**config.mk**
```make
export PLATFORM = sky130hd
export DESIGN_NAME = drive_bus_write_event_decoder
export DESIGN_NICKNAME = d
export VERILOG_FILES = /design/src/design/dbwe_pkg.sv /design/src/design/dbwe_front.sv /design/src/design/dbwe_queue.sv /design/src/design/dbwe_back.sv /design/src/design/drive_bus_write_event_decoder.sv
export SDC_FILE = /design/constraint.sdc
export NUM_CORES = 1
export LEC_CHECK = 0
export BUFFER_PORTS_ARGS = -buffer_cell sky130_fd_sc_hd__buf_4
export CAP_MARGIN = 20
export CORE_ASPECT_RATIO = 1.75
export CORE_MARGIN = 4
export CORE_UTILIZATION = 58
export CTS_BUF_LIST = sky130_fd_sc_hd__clkbuf_8
export DETAILED_ROUTE_END_ITERATION = 8
export HOLD_SLACK_MARGIN = 0.03
export PLACE_DENSITY = 0.79
export SYNTH_ARGS = -nofsm -noshare
export SYNTH_HDL_FRONTEND = slang
export SYNTH_SLANG_ARGS = --single-unit
```
**constraint.sdc**
```tcl
create_clock -name clk -period 10.7 [get_ports clk]
set_clock_uncertainty 0.05 [all_clocks]
set_input_delay 0.535 -clock clk [delete_from_list [all_inputs] [get_ports clk]]
set_output_delay 0.535 -clock clk [all_outputs]
set_load 0.1 [all_outputs]
```
**src/design/dbwe_pkg.sv**
```systemverilog
// Types and constants shared by the drive bus write event decoder modules.
`timescale 1ns / 1ps

package dbwe_pkg;

	// Event kinds.
	localparam logic [2:0] KIND_MOTOR       = 3'd0;
	localparam logic [2:0] KIND_PHASE_STEP  = 3'd1;
	localparam logic [2:0] KIND_DENSITY     = 3'd2;
	localparam logic [2:0] KIND_TRACK_WRITE = 3'd3;
	localparam logic [2:0] KIND_PROTECT     = 3'd4;
	localparam logic [2:0] KIND_TRACK_STATE = 3'd5;

	// Configuration register indexes.
	localparam logic [1:0] REG_PROTECT = 2'd0;
	localparam logic [1:0] REG_STATUS  = 2'd1;
	localparam logic [1:0] REG_TRACK   = 2'd2;

	localparam int ADDR_W     = 13;
	localparam int MAX_EVENTS = 4;
	localparam int EV_IDX_W   = $clog2(MAX_EVENTS);
	localparam int EV_CNT_W   = $clog2(MAX_EVENTS + 1);

	localparam logic [ADDR_W-1:0] PROTECT_ADDR_RESET = 13'h001E;
	localparam logic [ADDR_W-1:0] STATUS_ADDR_RESET  = 13'h0020;
	localparam logic [ADDR_W-1:0] TRACK_ADDR_RESET   = 13'h0022;

	localparam logic [7:0] HEAD_MAX      = 8'd254;
	localparam logic [7:0] HEAD_MIN      = 8'd2;
	localparam logic [7:0] TRACK_MAX     = 8'd127;
	localparam logic [1:0] DENSITY_RESET = 2'd2;
	localparam logic [1:0] DELTA_UP      = 2'd1;
	localparam logic [1:0] DELTA_DOWN    = 2'd3;

	// One result item, without the end-of-run flag.
	typedef struct packed {
		logic [2:0] kind;
		logic [7:0] value;
		logic [1:0] old_phase;
		logic [1:0] new_phase;
		logic [1:0] phase_delta;
		logic       motor_at_step;
		logic [7:0] track_byte;
		logic       track_byte_known;
		logic [7:0] half_track_pos;
		logic       pos_known;
		logic       stepping_now;
	} evt_t;

	// All results caused by one snapshot, in order.
	typedef struct packed {
		evt_t [MAX_EVENTS-1:0] ev;
		logic [EV_CNT_W-1:0]   count;
	} bundle_t;

endpackage

```
**src/design/dbwe_front.sv**
```systemverilog
// Front end: unscrambles a snapshot, tracks drive state and builds its result bundle.
`timescale 1ns / 1ps

module dbwe_front (
	input  logic                       clk,
	input  logic                       arst_n,
	input  logic                       cfg_we,
	input  logic [1:0]                 cfg_index,
	input  logic [dbwe_pkg::ADDR_W-1:0] cfg_data,
	input  logic                       snap_valid,
	input  logic [25:0]                bus_snapshot,
	input  logic                       queue_full,
	output logic                       snap_stall,
	output logic                       push,
	output dbwe_pkg::bundle_t          bundle
);
	import dbwe_pkg::*;

	// Watched address registers.
	logic [ADDR_W-1:0] addr_protect_q, addr_status_q, addr_track_q;

	// Drive state.
	logic       phase_seen_q, motor_seen_q, prev_motor_q, protect_seen_q, prev_protect_q;
	logic       density_seen_q, track_seen_q, anchored_q, step_active_q;
	logic [1:0] prev_phase_q, prev_density_q;
	logic [7:0] prev_track_q, head_q;

	// Next drive state for the snapshot on the port.
	logic       n_phase_seen, n_motor_seen, n_prev_motor, n_protect_seen, n_prev_protect;
	logic       n_density_seen, n_track_seen, n_anchored, n_step_active;
	logic [1:0] n_prev_phase, n_prev_density;
	logic [7:0] n_prev_track, n_head;

	logic [ADDR_W-1:0]   addr;
	logic [7:0]          data;
	logic                selected;
	logic                motor, wp;
	logic [1:0]          phase, density, delta;
	logic [8:0]          twice;
	logic [EV_CNT_W-1:0] k;
	bundle_t             bundle_d;
	logic                accept;

	// Snapshot of the head and track bookkeeping as a result item.
	function automatic evt_t pos_report(input logic [7:0] trk, input logic trk_seen,
			input logic [7:0] head, input logic anch, input logic step);
		evt_t e;
		e                  = '0;
		e.kind             = KIND_TRACK_STATE;
		e.track_byte       = trk;
		e.track_byte_known = trk_seen;
		e.half_track_pos   = head;
		e.pos_known        = anch;
		e.stepping_now     = step;
		return e;
	endfunction

	// A plain result item carrying a kind and a value.
	function automatic evt_t simple_evt(input logic [2:0] kind, input logic [7:0] value);
		evt_t e;
		e       = '0;
		e.kind  = kind;
		e.value = value;
		return e;
	endfunction

	// Pin unscrambling.
	always_comb begin
		for (int i = 0; i <= 10; i++) begin
			addr[i] = bus_snapshot[23-i];
		end
		addr[11] = bus_snapshot[11];
		addr[12] = bus_snapshot[12];
		data     = {bus_snapshot[4], bus_snapshot[3], bus_snapshot[2], bus_snapshot[1],
			bus_snapshot[0], bus_snapshot[5], bus_snapshot[6], bus_snapshot[7]};
		selected = bus_snapshot[24] & ~bus_snapshot[25];
	end

	// Classification, state update and result assembly, in handling order.
	always_comb begin
		n_phase_seen   = phase_seen_q;
		n_prev_phase   = prev_phase_q;
		n_motor_seen   = motor_seen_q;
		n_prev_motor   = prev_motor_q;
		n_protect_seen = protect_seen_q;
		n_prev_protect = prev_protect_q;
		n_density_seen = density_seen_q;
		n_prev_density = prev_density_q;
		n_track_seen   = track_seen_q;
		n_prev_track   = prev_track_q;
		n_anchored     = anchored_q;
		n_head         = head_q;
		n_step_active  = step_active_q;
		motor          = data[2];
		phase          = data[1:0];
		density        = data[6:5];
		wp             = data[4];
		delta          = data[1:0] - prev_phase_q;
		twice          = '0;
		k              = '0;
		bundle_d       = '0;

		// Port-B write to the interface chip.
		if (selected && addr[3:0] == 4'd0) begin
			if (!n_motor_seen || motor != n_prev_motor) begin
				n_motor_seen = 1'b1;
				n_prev_motor = motor;
				bundle_d.ev[k[EV_IDX_W-1:0]] = simple_evt(KIND_MOTOR, {7'd0, motor});
				k = k + 1'b1;
			end
			if (!n_phase_seen) begin
				n_phase_seen = 1'b1;
				n_prev_phase = phase;
			end else if (phase != n_prev_phase) begin
				bundle_d.ev[k[EV_IDX_W-1:0]]               = simple_evt(KIND_PHASE_STEP, 8'd0);
				bundle_d.ev[k[EV_IDX_W-1:0]].old_phase     = n_prev_phase;
				bundle_d.ev[k[EV_IDX_W-1:0]].new_phase     = phase;
				bundle_d.ev[k[EV_IDX_W-1:0]].phase_delta   = delta;
				bundle_d.ev[k[EV_IDX_W-1:0]].motor_at_step = motor;
				k            = k + 1'b1;
				n_prev_phase = phase;
				if (n_anchored) begin
					if (delta == DELTA_UP) begin
						if (n_head < HEAD_MAX) begin
							n_head = n_head + 8'd1;
						end
					end else if (delta == DELTA_DOWN) begin
						n_head = (n_head > HEAD_MIN) ? n_head - 8'd1 : HEAD_MIN;
					end
					bundle_d.ev[k[EV_IDX_W-1:0]] = pos_report(n_prev_track, n_track_seen,
						n_head, n_anchored, n_step_active);
					k = k + 1'b1;
				end
			end
			if (!n_density_seen || density != n_prev_density) begin
				n_density_seen = 1'b1;
				n_prev_density = density;
				bundle_d.ev[k[EV_IDX_W-1:0]] = simple_evt(KIND_DENSITY, {6'd0, density});
				k = k + 1'b1;
			end
		end

		// Status variable: a falling stepping flag anchors at the known track.
		if (!selected && addr == addr_status_q) begin
			if (n_step_active && !data[6] && n_track_seen && n_prev_track >= 8'd1 &&
					n_prev_track <= TRACK_MAX) begin
				twice      = {n_prev_track, 1'b0};
				n_head     = (twice > {1'b0, HEAD_MAX}) ? HEAD_MAX : twice[7:0];
				n_anchored = 1'b1;
			end
			n_step_active = data[6];
			bundle_d.ev[k[EV_IDX_W-1:0]] = pos_report(n_prev_track, n_track_seen,
				n_head, n_anchored, n_step_active);
			k = k + 1'b1;
		end

		// Track variable: a new target track, possibly anchoring the head.
		if (!selected && addr == addr_track_q) begin
			n_prev_track = data;
			n_track_seen = 1'b1;
			bundle_d.ev[k[EV_IDX_W-1:0]] = simple_evt(KIND_TRACK_WRITE, data);
			k = k + 1'b1;
			if (data == 8'd1) begin
				n_head     = HEAD_MIN;
				n_anchored = 1'b1;
			end else if (!n_anchored && !n_step_active && data >= 8'd1 && data <= TRACK_MAX) begin
				twice      = {data, 1'b0};
				n_head     = (twice > {1'b0, HEAD_MAX}) ? HEAD_MAX : twice[7:0];
				n_anchored = 1'b1;
			end
			bundle_d.ev[k[EV_IDX_W-1:0]] = pos_report(n_prev_track, n_track_seen,
				n_head, n_anchored, n_step_active);
			k = k + 1'b1;
		end

		// Protect variable: write-protect change.
		if (!selected && addr == addr_protect_q) begin
			if (!n_protect_seen || wp != n_prev_protect) begin
				n_protect_seen = 1'b1;
				n_prev_protect = wp;
				bundle_d.ev[k[EV_IDX_W-1:0]] = simple_evt(KIND_PROTECT, {7'd0, wp});
				k = k + 1'b1;
			end
		end

		bundle_d.count = k;
	end

	assign snap_stall = queue_full;
	assign accept     = snap_valid && !queue_full;
	assign push       = accept && (bundle_d.count != '0);
	assign bundle     = bundle_d;

	// Configuration writes; unknown indexes are ignored.
	always_ff @(posedge clk or negedge arst_n) begin
		if (!arst_n) begin
			addr_protect_q <= PROTECT_ADDR_RESET;
			addr_status_q  <= STATUS_ADDR_RESET;
			addr_track_q   <= TRACK_ADDR_RESET;
		end else if (cfg_we) begin
			case (cfg_index)
				REG_PROTECT: addr_protect_q <= cfg_data;
				REG_STATUS:  addr_status_q  <= cfg_data;
				REG_TRACK:   addr_track_q   <= cfg_data;
				default:     ;
			endcase
		end
	end

	// Drive state advances on each transfer.
	always_ff @(posedge clk or negedge arst_n) begin
		if (!arst_n) begin
			phase_seen_q   <= 1'b0;
			prev_phase_q   <= 2'd0;
			motor_seen_q   <= 1'b0;
			prev_motor_q   <= 1'b0;
			protect_seen_q <= 1'b0;
			prev_protect_q <= 1'b0;
			density_seen_q <= 1'b0;
			prev_density_q <= DENSITY_RESET;
			track_seen_q   <= 1'b0;
			prev_track_q   <= 8'd0;
			anchored_q     <= 1'b0;
			head_q         <= 8'd0;
			step_active_q  <= 1'b0;
		end else if (accept) begin
			phase_seen_q   <= n_phase_seen;
			prev_phase_q   <= n_prev_phase;
			motor_seen_q   <= n_motor_seen;
			prev_motor_q   <= n_prev_motor;
			protect_seen_q <= n_protect_seen;
			prev_protect_q <= n_prev_protect;
			density_seen_q <= n_density_seen;
			prev_density_q <= n_prev_density;
			track_seen_q   <= n_track_seen;
			prev_track_q   <= n_prev_track;
			anchored_q     <= n_anchored;
			head_q         <= n_head;
			step_active_q  <= n_step_active;
		end
	end

endmodule

```
**src/design/dbwe_queue.sv**
```systemverilog
// Two-entry queue of result bundles between the front and back ends.
`timescale 1ns / 1ps

module dbwe_queue (
	input  logic              clk,
	input  logic              arst_n,
	input  logic              push,
	input  dbwe_pkg::bundle_t wr_bundle,
	input  logic              pop,
	output logic              full,
	output logic              not_empty,
	output dbwe_pkg::bundle_t rd_bundle
);
	import dbwe_pkg::*;

	localparam int DEPTH = 2;
	localparam int PTR_W = $clog2(DEPTH);

	bundle_t          entry_q [DEPTH];
	logic [PTR_W-1:0] wr_ptr_q, rd_ptr_q;
	logic [PTR_W:0]   cnt_q;

	assign full      = (cnt_q == (PTR_W+1)'(DEPTH));
	assign not_empty = (cnt_q != '0);
	assign rd_bundle = entry_q[rd_ptr_q];

	// Entry storage.
	always_ff @(posedge clk) begin
		if (push) begin
			entry_q[wr_ptr_q] <= wr_bundle;
		end
	end

	// Pointers and fill count.
	always_ff @(posedge clk or negedge arst_n) begin
		if (!arst_n) begin
			wr_ptr_q <= '0;
			rd_ptr_q <= '0;
			cnt_q    <= '0;
		end else begin
			if (push) begin
				wr_ptr_q <= wr_ptr_q + 1'b1;
			end
			if (pop) begin
				rd_ptr_q <= rd_ptr_q + 1'b1;
			end
			case ({push, pop})
				2'b10:   cnt_q <= cnt_q + 1'b1;
				2'b01:   cnt_q <= cnt_q - 1'b1;
				default: ;
			endcase
		end
	end

endmodule

```
**src/design/dbwe_back.sv**
```systemverilog
// Back end: hands out the results of each bundle one transfer at a time.
`timescale 1ns / 1ps

module dbwe_back (
	input  logic              clk,
	input  logic              arst_n,
	input  logic              not_empty,
	input  dbwe_pkg::bundle_t head,
	output logic              pop,
	input  logic              evt_stall,
	output logic              evt_valid,
	output dbwe_pkg::evt_t    evt,
	output logic              last_of_run
);
	import dbwe_pkg::*;

	logic [EV_IDX_W-1:0] idx_q;
	logic                evt_valid_q;
	evt_t                evt_q;
	logic                last_q;
	logic                load;
	logic                is_last;

	// The output register takes a new result when empty or being drained.
	assign load    = not_empty && (!evt_valid_q || !evt_stall);
	assign is_last = ({1'b0, idx_q} == head.count - 1'b1);
	assign pop     = load && is_last;

	// Position within the current bundle and output valid.
	always_ff @(posedge clk or negedge arst_n) begin
		if (!arst_n) begin
			idx_q       <= '0;
			evt_valid_q <= 1'b0;
		end else begin
			if (load) begin
				idx_q <= is_last ? '0 : idx_q + 1'b1;
			end
			if (load) begin
				evt_valid_q <= 1'b1;
			end else if (!evt_stall) begin
				evt_valid_q <= 1'b0;
			end
		end
	end

	// Output payload.
	always_ff @(posedge clk) begin
		if (load) begin
			evt_q  <= head.ev[idx_q];
			last_q <= is_last;
		end
	end

	assign evt_valid   = evt_valid_q;
	assign evt         = evt_q;
	assign last_of_run = last_q;

endmodule

```
**src/design/drive_bus_write_event_decoder.sv**
```systemverilog
// Top level of the drive bus write event decoder.
`timescale 1ns / 1ps

// Takes one raw bus write snapshot per transfer and reports motor, stepper phase,
// density, write-protect and track events of the disk drive, each transfer on the
// event channel carrying one result, with last_of_run set on the final result of
// a snapshot. A snapshot is classified and the drive state updated in the cycle it
// is accepted; its bundle is then written to a queue entry, and its results are
// loaded one at a time into the back end's output register, which presents them
// on the event channel. The event channel moves one result per cycle while
// evt_stall is low; snapshots with one result or none can be accepted in every
// cycle while the event channel is not stalled, and a two-bundle queue lets the
// input keep going while longer runs drain. The watched addresses must only be
// written while no results are pending.
module drive_bus_write_event_decoder (
	input  logic        clk,
	input  logic        arst_n,
	input  logic        cfg_we,
	input  logic [1:0]  cfg_index,
	input  logic [12:0] cfg_data,
	input  logic        snap_valid,
	output logic        snap_stall,
	input  logic [25:0] bus_snapshot,
	output logic        evt_valid,
	input  logic        evt_stall,
	output logic [2:0]  event_kind,
	output logic [7:0]  event_value,
	output logic [1:0]  old_phase,
	output logic [1:0]  new_phase,
	output logic [1:0]  phase_delta,
	output logic        motor_at_step,
	output logic [7:0]  track_byte,
	output logic        track_byte_known,
	output logic [7:0]  half_track_pos,
	output logic        pos_known,
	output logic        stepping_now,
	output logic        last_of_run
);
	import dbwe_pkg::*;

	logic    push, pop, full, not_empty;
	bundle_t wr_bundle, rd_bundle;
	evt_t    evt;

	dbwe_front u_front (
		.clk          (clk),
		.arst_n       (arst_n),
		.cfg_we       (cfg_we),
		.cfg_index    (cfg_index),
		.cfg_data     (cfg_data),
		.snap_valid   (snap_valid),
		.bus_snapshot (bus_snapshot),
		.queue_full   (full),
		.snap_stall   (snap_stall),
		.push         (push),
		.bundle       (wr_bundle)
	);

	dbwe_queue u_queue (
		.clk       (clk),
		.arst_n    (arst_n),
		.push      (push),
		.wr_bundle (wr_bundle),
		.pop       (pop),
		.full      (full),
		.not_empty (not_empty),
		.rd_bundle (rd_bundle)
	);

	dbwe_back u_back (
		.clk         (clk),
		.arst_n      (arst_n),
		.not_empty   (not_empty),
		.head        (rd_bundle),
		.pop         (pop),
		.evt_stall   (evt_stall),
		.evt_valid   (evt_valid),
		.evt         (evt),
		.last_of_run (last_of_run)
	);

	// Result fields onto their own ports.
	assign event_kind       = evt.kind;
	assign event_value      = evt.value;
	assign old_phase        = evt.old_phase;
	assign new_phase        = evt.new_phase;
	assign phase_delta      = evt.phase_delta;
	assign motor_at_step    = evt.motor_at_step;
	assign track_byte       = evt.track_byte;
	assign track_byte_known = evt.track_byte_known;
	assign half_track_pos   = evt.half_track_pos;
	assign pos_known        = evt.pos_known;
	assign stepping_now     = evt.stepping_now;

endmodule

```
Yosys cells after proc, flatten, opt, wreduce, memory -nomap -nowiden:

Memory sizes are Yosys's and may differ from the RTL's.
Cells that the tools add are included.

* memories: 1
* bits in registers: 113
* RAM bits: 302
* output and inout bits: 40
* logic and storage cells: 241
* input port bits: 46

Memory list
* u_queue.entry_q: depth 2, bits a word 151, rd ports 1, clocked after memory_dff 0, write ports 1, RTL line dbwe_queue.sv:19 `bundle_t entry_q [DEPTH];`

* bitwise logic cells: 5
* equality and inequality tests: 18
* order comparisons: 23
* add/subtract/negate cells: 16
* muxes and demuxes: 95
* reductions and logical operators: 50

Operators with widths (number)
* bitwise mux 148 bit: 10
* 2-to-1 mux 148 bit: 10
* demux 37 bit (select 2 bit): 11
* 2-to-1 mux 37 bit: 9
* 2-to-1 mux 8 bit: 21
* AND 36 x 144 -> 144 bit: 1
* inverter 144 bit: 1
* binary-select mux 37 bit (select 2 bit): 1
* equality test 13 bit: 3
* 2-to-1 mux 3 bit: 11
* 2-to-1 mux 27 bit: 1
* 2-to-1 mux 26 bit: 1
* less-than comparator 2 x 3 -> 1 bit (second input constant): 8
* 2-to-1 mux 24 bit: 1
* logical AND 1 bit: 22
* 2-to-1 mux 22 bit: 1
* adder 3 x 1 -> 3 bit (second input constant): 7
* 2-to-1 mux 20 bit: 1
* greater-than comparator 9 x 8 -> 1 bit (second input constant): 2
* greater-or-equal comparator 8 x 1 -> 1 bit (second input constant): 2
* less-or-equal comparator 8 x 7 -> 1 bit (second input constant): 2
* greater-or-equal comparator 2 x 1 -> 1 bit (second input constant): 7
* 2-to-1 mux 1 bit: 13
* AND reduction 3 bit: 4
* other kinds (29): 57

Depth between registers and ports, before layout:

Gate-level depths: netlist of run 1.

* word-level depth: 30
* mapped depth: 25
* mapped depth without buffers: 22

Cells and area by module:

Synthesis of run 1 repeated with hierarchy kept, for this count alone.

* cells, all modules: 1421
* area total of the unflattened synthesis: 20342.0 µm²

Modules (own cells, without submodules)
* dbwe_queue: instances 1, area an instance 11403.4 µm², cells each 486
* dbwe_front: instances 1, area an instance 6643.9 µm², cells each 829
* dbwe_back: instances 1, area an instance 2294.7 µm², cells each 106

Worst setup path after synthesis of run 1:

No wires, ideal clock.

* path kind: input -> register
* start: in bus_snapshot[7]
* end: mem u_queue.entry_q[0][0] (netlist bit) (enable)
* cell stages on the path: 22
* path slack: -0.241 ns
* arrival: 10.256 ns
* data required time: 10.015 ns
* path buffers: 3
* path through: clkbuf_1 > inv_1 > ha_1 > buf_4 > inv_1 > o21ai_0 > mux2i_1 > ha_1 > mux2i_1 > nor2_1 > inv_1 > ha_1 > o2bb2ai_1 > xnor2_1 > inv_1 > ha_1 > and2_1 > clkbuf_1 > xnor2_1 > xnor2_1 > o21ai_2 > nor2_1

RTL lines
* start: declaration: RTL line drive_bus_write_event_decoder.sv:23 `input logic [25:0] bus_snapshot,`
* end: declaration: RTL line dbwe_queue.sv:19

==> results of run 1 <==
-- layer usage --
metal	global-route usage, %	part of all wire, %
met5	0	0
met4	12.5	5.6
met3	4.32	6.8
met2	45.7	54
met1	27.8	34
-- report_power, final --
| part | leakage (nW) | internal [W] | total, W | switching (W) |
|---|---|---|---|---|
| clock | 0.578 | 0.000613 | 0.00117 | 0.000557 |
| sequential | 3.93 | 0.00180 | 0.00193 | 0.000131 |
| combinational | 2.90 | 0.000565 | 0.00162 | 0.00106 |
| total | 7.41 | 0.00298 | 0.00472 | 0.00174 |
-- kinds of logic after synthesis --
logic type                 synth area share, %
DFF                                       62.4
adders and majority gates                 1.53
and+or+nand+nor                           8.48
xor gates and xnor gates                  3.13
AOI/OAI and AO/OA                         7.39
buffers and inverters                     2.27
other                                   0.0208
muxes                                     14.7
-- metrics by stage --
stage / instance area [µm²] / setup slack, ns / TNS (ns)
after CTS: 20200 / 3.85 / 0
after detailed placement: 19100 / 3.47 / 0
after global placement: 19000 / 3.57 / 0
after global routing: 20200 / 3.36 / 0
final: 20200 / 3.72 / 0
after floorplan: 18100 / -0.241 / -66.04
-- worst paths after layout --
path                                                             to                                start  slack [ns]  depth (start not counted)
worst max-delay path               u_queue.entry_q[0][82]$_DFFE_PP_  u_front.prev_phase_q[0]$_DFFE_PN0P_        3.72                         19
worst min-delay path                   u_back.evt_valid$_DFFE_PN0P_                            evt_stall        0.10                          3
worst max register to register     u_queue.entry_q[0][82]$_DFFE_PP_  u_front.prev_phase_q[0]$_DFFE_PN0P_        3.72                         19
worst min register to register   u_front.density_seen_q$_DFFE_PN0P_   u_front.density_seen_q$_DFFE_PN0P_        0.43                          1
max in group asynchronous              u_queue.rd_ptr_q$_DFFE_PN0P_                               arst_n        9.17                          3
min in group asynchronous       u_front.prev_track_q[5]$_DFFE_PN0P_                               arst_n        0.33                          2
-- cells in the final DEF, fill, tap and decap left out, types with 6 or more instances in the layout --
master	netlist	layout
dfrtp_1	67	64
xnor2_1	47	47
nor2b_1	13	13
a211oi_1	10	10
buf_4	4	97
clkbuf_8	0	53
inv_1	22	30
ha_1	22	22
bufinv_16	0	6
a2bb2oi_1	6	6
clkinv_2	0	10
dfstp_2	8	8
nand4_1	11	11
o22ai_1	15	15
a21oi_1	36	35
xor2_1	10	10
a31oi_1	7	7
nand3_1	20	20
and3_1	19	19
nand2b_1	12	12
a22oi_1	25	25
nor3_1	18	18
mux2i_1	18	18
nand2_1	67	67
o21ai_0	21	21
mux2_2	86	86
clkinv_1	1	13
mux4_2	67	67
edfxtp_1	312	312
and2_1	35	36
nor2_1	70	68
conb_1	1	12
-- worst max-delay path: stages (launching register included) --
cell and delay [ns]:
dfrtp_1 0.40, ha_1 0.81, inv_1 0.34, o21ai_0 0.35, mux2i_1 0.47, ha_1 0.19
mux2i_1 0.08, nor2_1 0.29, inv_1 0.13, ha_1 0.38, o2bb2ai_1 0.20, xnor2_1 0.39
inv_1 0.14, ha_1 0.23, and2_1 0.25, xnor2_1 0.19, xnor2_1 0.29, o21ai_2 0.19
nor2_4 0.50, buf_12 0.51
-- area by class of cell --
class                      instances  area (µm²)  share of cell area, %
tap                              391         489                   2.43
timing repair buffer             100         778                   3.86
clock buffer                      53         729                   3.62
sequential                       387       11300                   55.9
inverter                          24        90.1                  0.447
clock inverter                    42         360                   1.79
multi-input combinational        748        6440                   32.0
-- flip-flops by register name, summed over array words and instances, names as in the netlist, 2 cells and up --
signal / cells
u_back.idx_q: 2
u_front.prev_track_q: 8
u_queue.entry_q: 274
u_front.addr_status_q: 13
u_front.prev_density_q: 2
u_back.evt: 37
u_front.addr_protect_q: 13
u_front.addr_track_q: 13
u_front.head_q: 8
u_front.prev_phase_q: 2
u_queue.cnt_q: 2
-- repair_timing --
| item | 4_1_cts | 5_1_grt |
|---|---|---|
| hold buffers | 1 | 0 |
| endpoints found under the hold margin | 20 | 0 |
| setup endpoints to repair | 0 | 0 |
==> run metrics, run 1 <==
Slew headroom 25.9%; DRC 0; Fmax achieved 143 MHz; Crit Path Class reg -> reg; post-DR vias/cell 6.39; measured slew at the worst slew-check pin 1.11 ns; I/O pins 86; Mapped Cells 1223; HPWL Detailed 28800 µm; pwr/cell area 234 nW/µm²; maxcap violations 0; clk_lat worst skew 0.61 ns; DIE HEIGHT 241 µm; GRT Util Overall 25.0%; Critical Path RT 10.87 ns; Setup crit start kind flop; final setup fails 0; Synth area leaders edfxtp_1, dfrtp_1, mux4_2; min cycle time layout 6.98 ns; Detailed Route Iter0 Violations 1021; final hold violations 0; core area 30700 µm²; Syn Area/Cell 14.7 µm²; Yosys top cell by area edfxtp_1; vias post-DR 11200; WL/cell 24.2 µm; final cell count without fillers 1745; post-synthesis sequential area ratio 62.4%; GPL Wtd Cong 0.923; Final ANT Viol Nets 0; first-pass GRT wire length 65100 µm; # nets final 1381; ys async rst share 19.4%; die width 141 µm; count leader, synth edfxtp_1; layout overhead on the synthesized area 11.8%; Hold WS 0.101 ns; Tcrit/Tclk final 65.2%; Initial Util 58.6%; share of the synthesized area in the top cell type 52.0%; Post-CTS Setup Inserts 0; H-tree depth 2; post-placement cell count 1649; die area 34100 µm²; Ys Warns 0; # diodes 0; EDFF count, synth 312; clock slew at reported path FFs 0.06 ns; Final Util 65.6%; initial antenna violation count 0; drt first pass iters 7; Leakage Power 7.41 nW; largest net degree at the start of global routing 121; Layout fillers 2124; Critical Path End Type flop; status completed; CP Max Fanout 120; Tot Pwr 0.00472 W; CTS Sinks 387; total CTS buffers 52; vias in the first global route 11600; synthesized area 18000 µm²; post-CTS sizing 0; Worst VDD drop 200 µV; prevailing post-synth register cell edfxtp_1; HP Class in -> reg; CP arrival 7.15 ns; clock tree buffer depth 3; GR Overflow Total 0; flops & latches, synth 387; layout cells sized above 1 27.5%; Synth top cells by count edfxtp_1, mux2_2, nor2_1; clock root buffer master clkbuf_8; fin. max-slew vios 0; CTS tree built; RSZ-0062 raised after global routing false; drt total wl 42200 µm; # port buffers 82; row cnt 85; Distinct cells, synth 86
No activity file was read; power rests on OpenSTA's default activity.
==> inputs of run 2 (changes only) <==
- CORE_UTILIZATION: 58 -> 60
- PLACE_DENSITY: 0.79 -> 0.78
- clock period: 10.7 -> 6.7 ns (I/O delays scaled with it)
==> run 2 against run 1 <==
Cell area grew 0.89%. Global-route usage rose by 1.4 points. Critical endpoint is now u_queue.entry_q[1][119]$_DFFE_PP_. Utilization increased by 3.4 points.
==> run metrics, run 2 (same netlist as run 1, synthesis figures left out) <==
status completed; GRT Util Overall 26.3%; WL/cell 24.6 µm; clk_lat worst skew 0.61 ns; drt total wl 43400 µm; max reg flops 274; Crit Path Class in -> reg; die area 33000 µm²; Worst R2R End u_queue.entry_q[1][119]$_DFFE_PP_; post-placement cell count 1649; hold_buf cts 16; CTS Sinks 387; Worst VDD drop 412 µV; layout overhead on the synthesized area 12.8%; clock slew at reported path FFs 0.07 ns; first-pass GRT wire length 67100 µm; CP peak stage delay 0.54 ns; Critical Path End Type flop; largest register by flop count u_queue.entry_q; Post-CTS Setup Inserts 0; measured slew at the worst slew-check pin 0.995 ns; most frequent cells in the layout edfxtp_1, buf_4, mux2_2; Leakage Power 7.51 nW; clock tree buffer depth 3; Final Util 68.9%; # diodes 0; CTS tree built; vias post-DR 11400; vias in the first global route 11900; Layout fillers 2083; row cnt 83; Critical R2R Launch u_front.prev_motor_q$_DFFE_PN0P_; CP Max Fanout 63; CP arrival 6.02 ns; H-tree depth 2; Initial Util 61.1%; final hold violations 0; clock root buffer master clkbuf_8; min cycle time layout 5.81 ns; commonest non-fill, non-tap cell in the layout edfxtp_1; HPWL Detailed 30100 µm; Setup crit start kind input pin; Fmax achieved 172 MHz; fin. max-slew vios 0; Reg2Reg Depth 20; worst hold stages 2; CP max-delay cell dlygate4sd3_1; post-DR vias/cell 6.46; Critical path buffers and inverters 7; RSZ-0062 raised after global routing false; Tcrit/Tclk final 86.7%; total CTS buffers 51; # port buffers 82; core area 29500 µm²; Detailed Route Iter0 Violations 968; maxcap violations 0; CP cell instances dlygate4sd3_1, buf_4, inv_1, ha_1, inv_1, o21ai_1, mux2i_1, ha_1, mux2i_1, nor2_2, inv_1, ha_1, o2bb2ai_1, xnor2_2, inv_1, ha_1, and2_1, xnor2_1, xnor2_1, o21ai_2, nor2_4, buf_12; setup tns final 0 ns; GR Overflow Total 0; Worst Hold Path EP u_front.prev_track_q[3]$_DFFE_PN0P_; pwr/cell area 363 nW/µm²; hold_sp bus_snapshot[0]; Slew headroom 33.7%; Final ANT Viol Nets 0; die width 139 µm; GPL Wtd Cong 0.942; DRC 0; I/O pins 86; drt first pass iters 7; layout cells sized above 1 27.8%; final setup fails 0; HP Class in -> reg; Worst R2R Setup Slack 1.04 ns; initial antenna violation count 0; DIE HEIGHT 237 µm; post-CTS sizing 0; Critical Path RT 6.92 ns; # nets final 1405; CP delay by family, top buffers and inverters; largest net degree at the start of global routing 64; final cell count without fillers 1761
## run 2: cell types whose count changed in the layout (fill, tap and decap cells not counted), sizes merged
cell | previous run | this run
dlygate4sd3 | 1 | 16
buf | 99 | 109
bufinv | 6 | 3
clkinv | 24 | 27
clkinvlp | 4 | 3
inv | 32 | 33
## run 2: worst max path at each step
| stage | startpoint | endpoint | slack [ns] | depth (start not counted) |
|---|---|---|---|---|
| 6_report | bus_snapshot[7] | u_queue.entry_q[1][119]$_DFFE_PP_ | 0.89 | 22 |
| 5_1_grt | bus_snapshot[7] | u_queue.entry_q[1][57]$_DFFE_PP_ | 0.50 | 22 |
| 4_1_cts | bus_snapshot[7] | u_queue.entry_q[0][59]$_DFFE_PP_ | 0.98 | 22 |
| 3_5_place_dp | bus_snapshot[5] | u_queue.entry_q[0][59]$_DFFE_PP_ | 0.86 | 21 |
| 3_3_place_gp | bus_snapshot[7] | u_queue.entry_q[0][22]$_DFFE_PP_ | 0.95 | 21 |
| 2_1_floorplan | bus_snapshot[7] | u_queue.entry_q[0][0]$_DFFE_PP_ | 0.01 | 22 |
## run 2: through the flow
| step | hold WS, ns | worst slack [ns] | total power, W | area, µm² |
|---|---|---|---|---|
| floorplan | -0.0106 | 0.0117 | 0.00514 | 18100 |
| global placement | 0.264 | 0.950 | 0.00569 | 19200 |
| detailed placement | 0.265 | 0.859 | 0.00573 | 19200 |
| CTS | 0.0406 | 0.980 | 0.00745 | 20300 |
| global route | 0.0415 | 0.499 | 0.00770 | 20300 |
| finish | 0.0727 | 0.892 | 0.00739 | 20300 |
## run 2: layout make-up
cell class,count,area (µm²),area share (%)
clock buffer,53,729,3.59
inverter,24,90.1,0.443
clock inverter,42,274,1.35
timing repair buffer,125,1040,5.14
multi-input combinational,748,6450,31.7
sequential,387,11300,55.4
tap,382,478,2.35
## run 2: metal layers
layer / vias up / GRT usage (%) / wire, µm
met1: 5684 / 29.7 / 14600
met3: 178 / 3.84 / 2670
li1: 4946 / - / -
met4: 0 / 15.0 / 2680
met2: 571 / 47.7 / 23500
met5: - / 0 / 0
## run 2: power by group
part / total, W / internal [W] / switching (W) / leakage [nW]
Combinational: 0.00258 / 0.000910 / 0.00167 / 3.03
Clock: 0.00173 / 0.000862 / 0.000866 / 0.554
Sequential: 0.00308 / 0.00288 / 0.000206 / 3.93
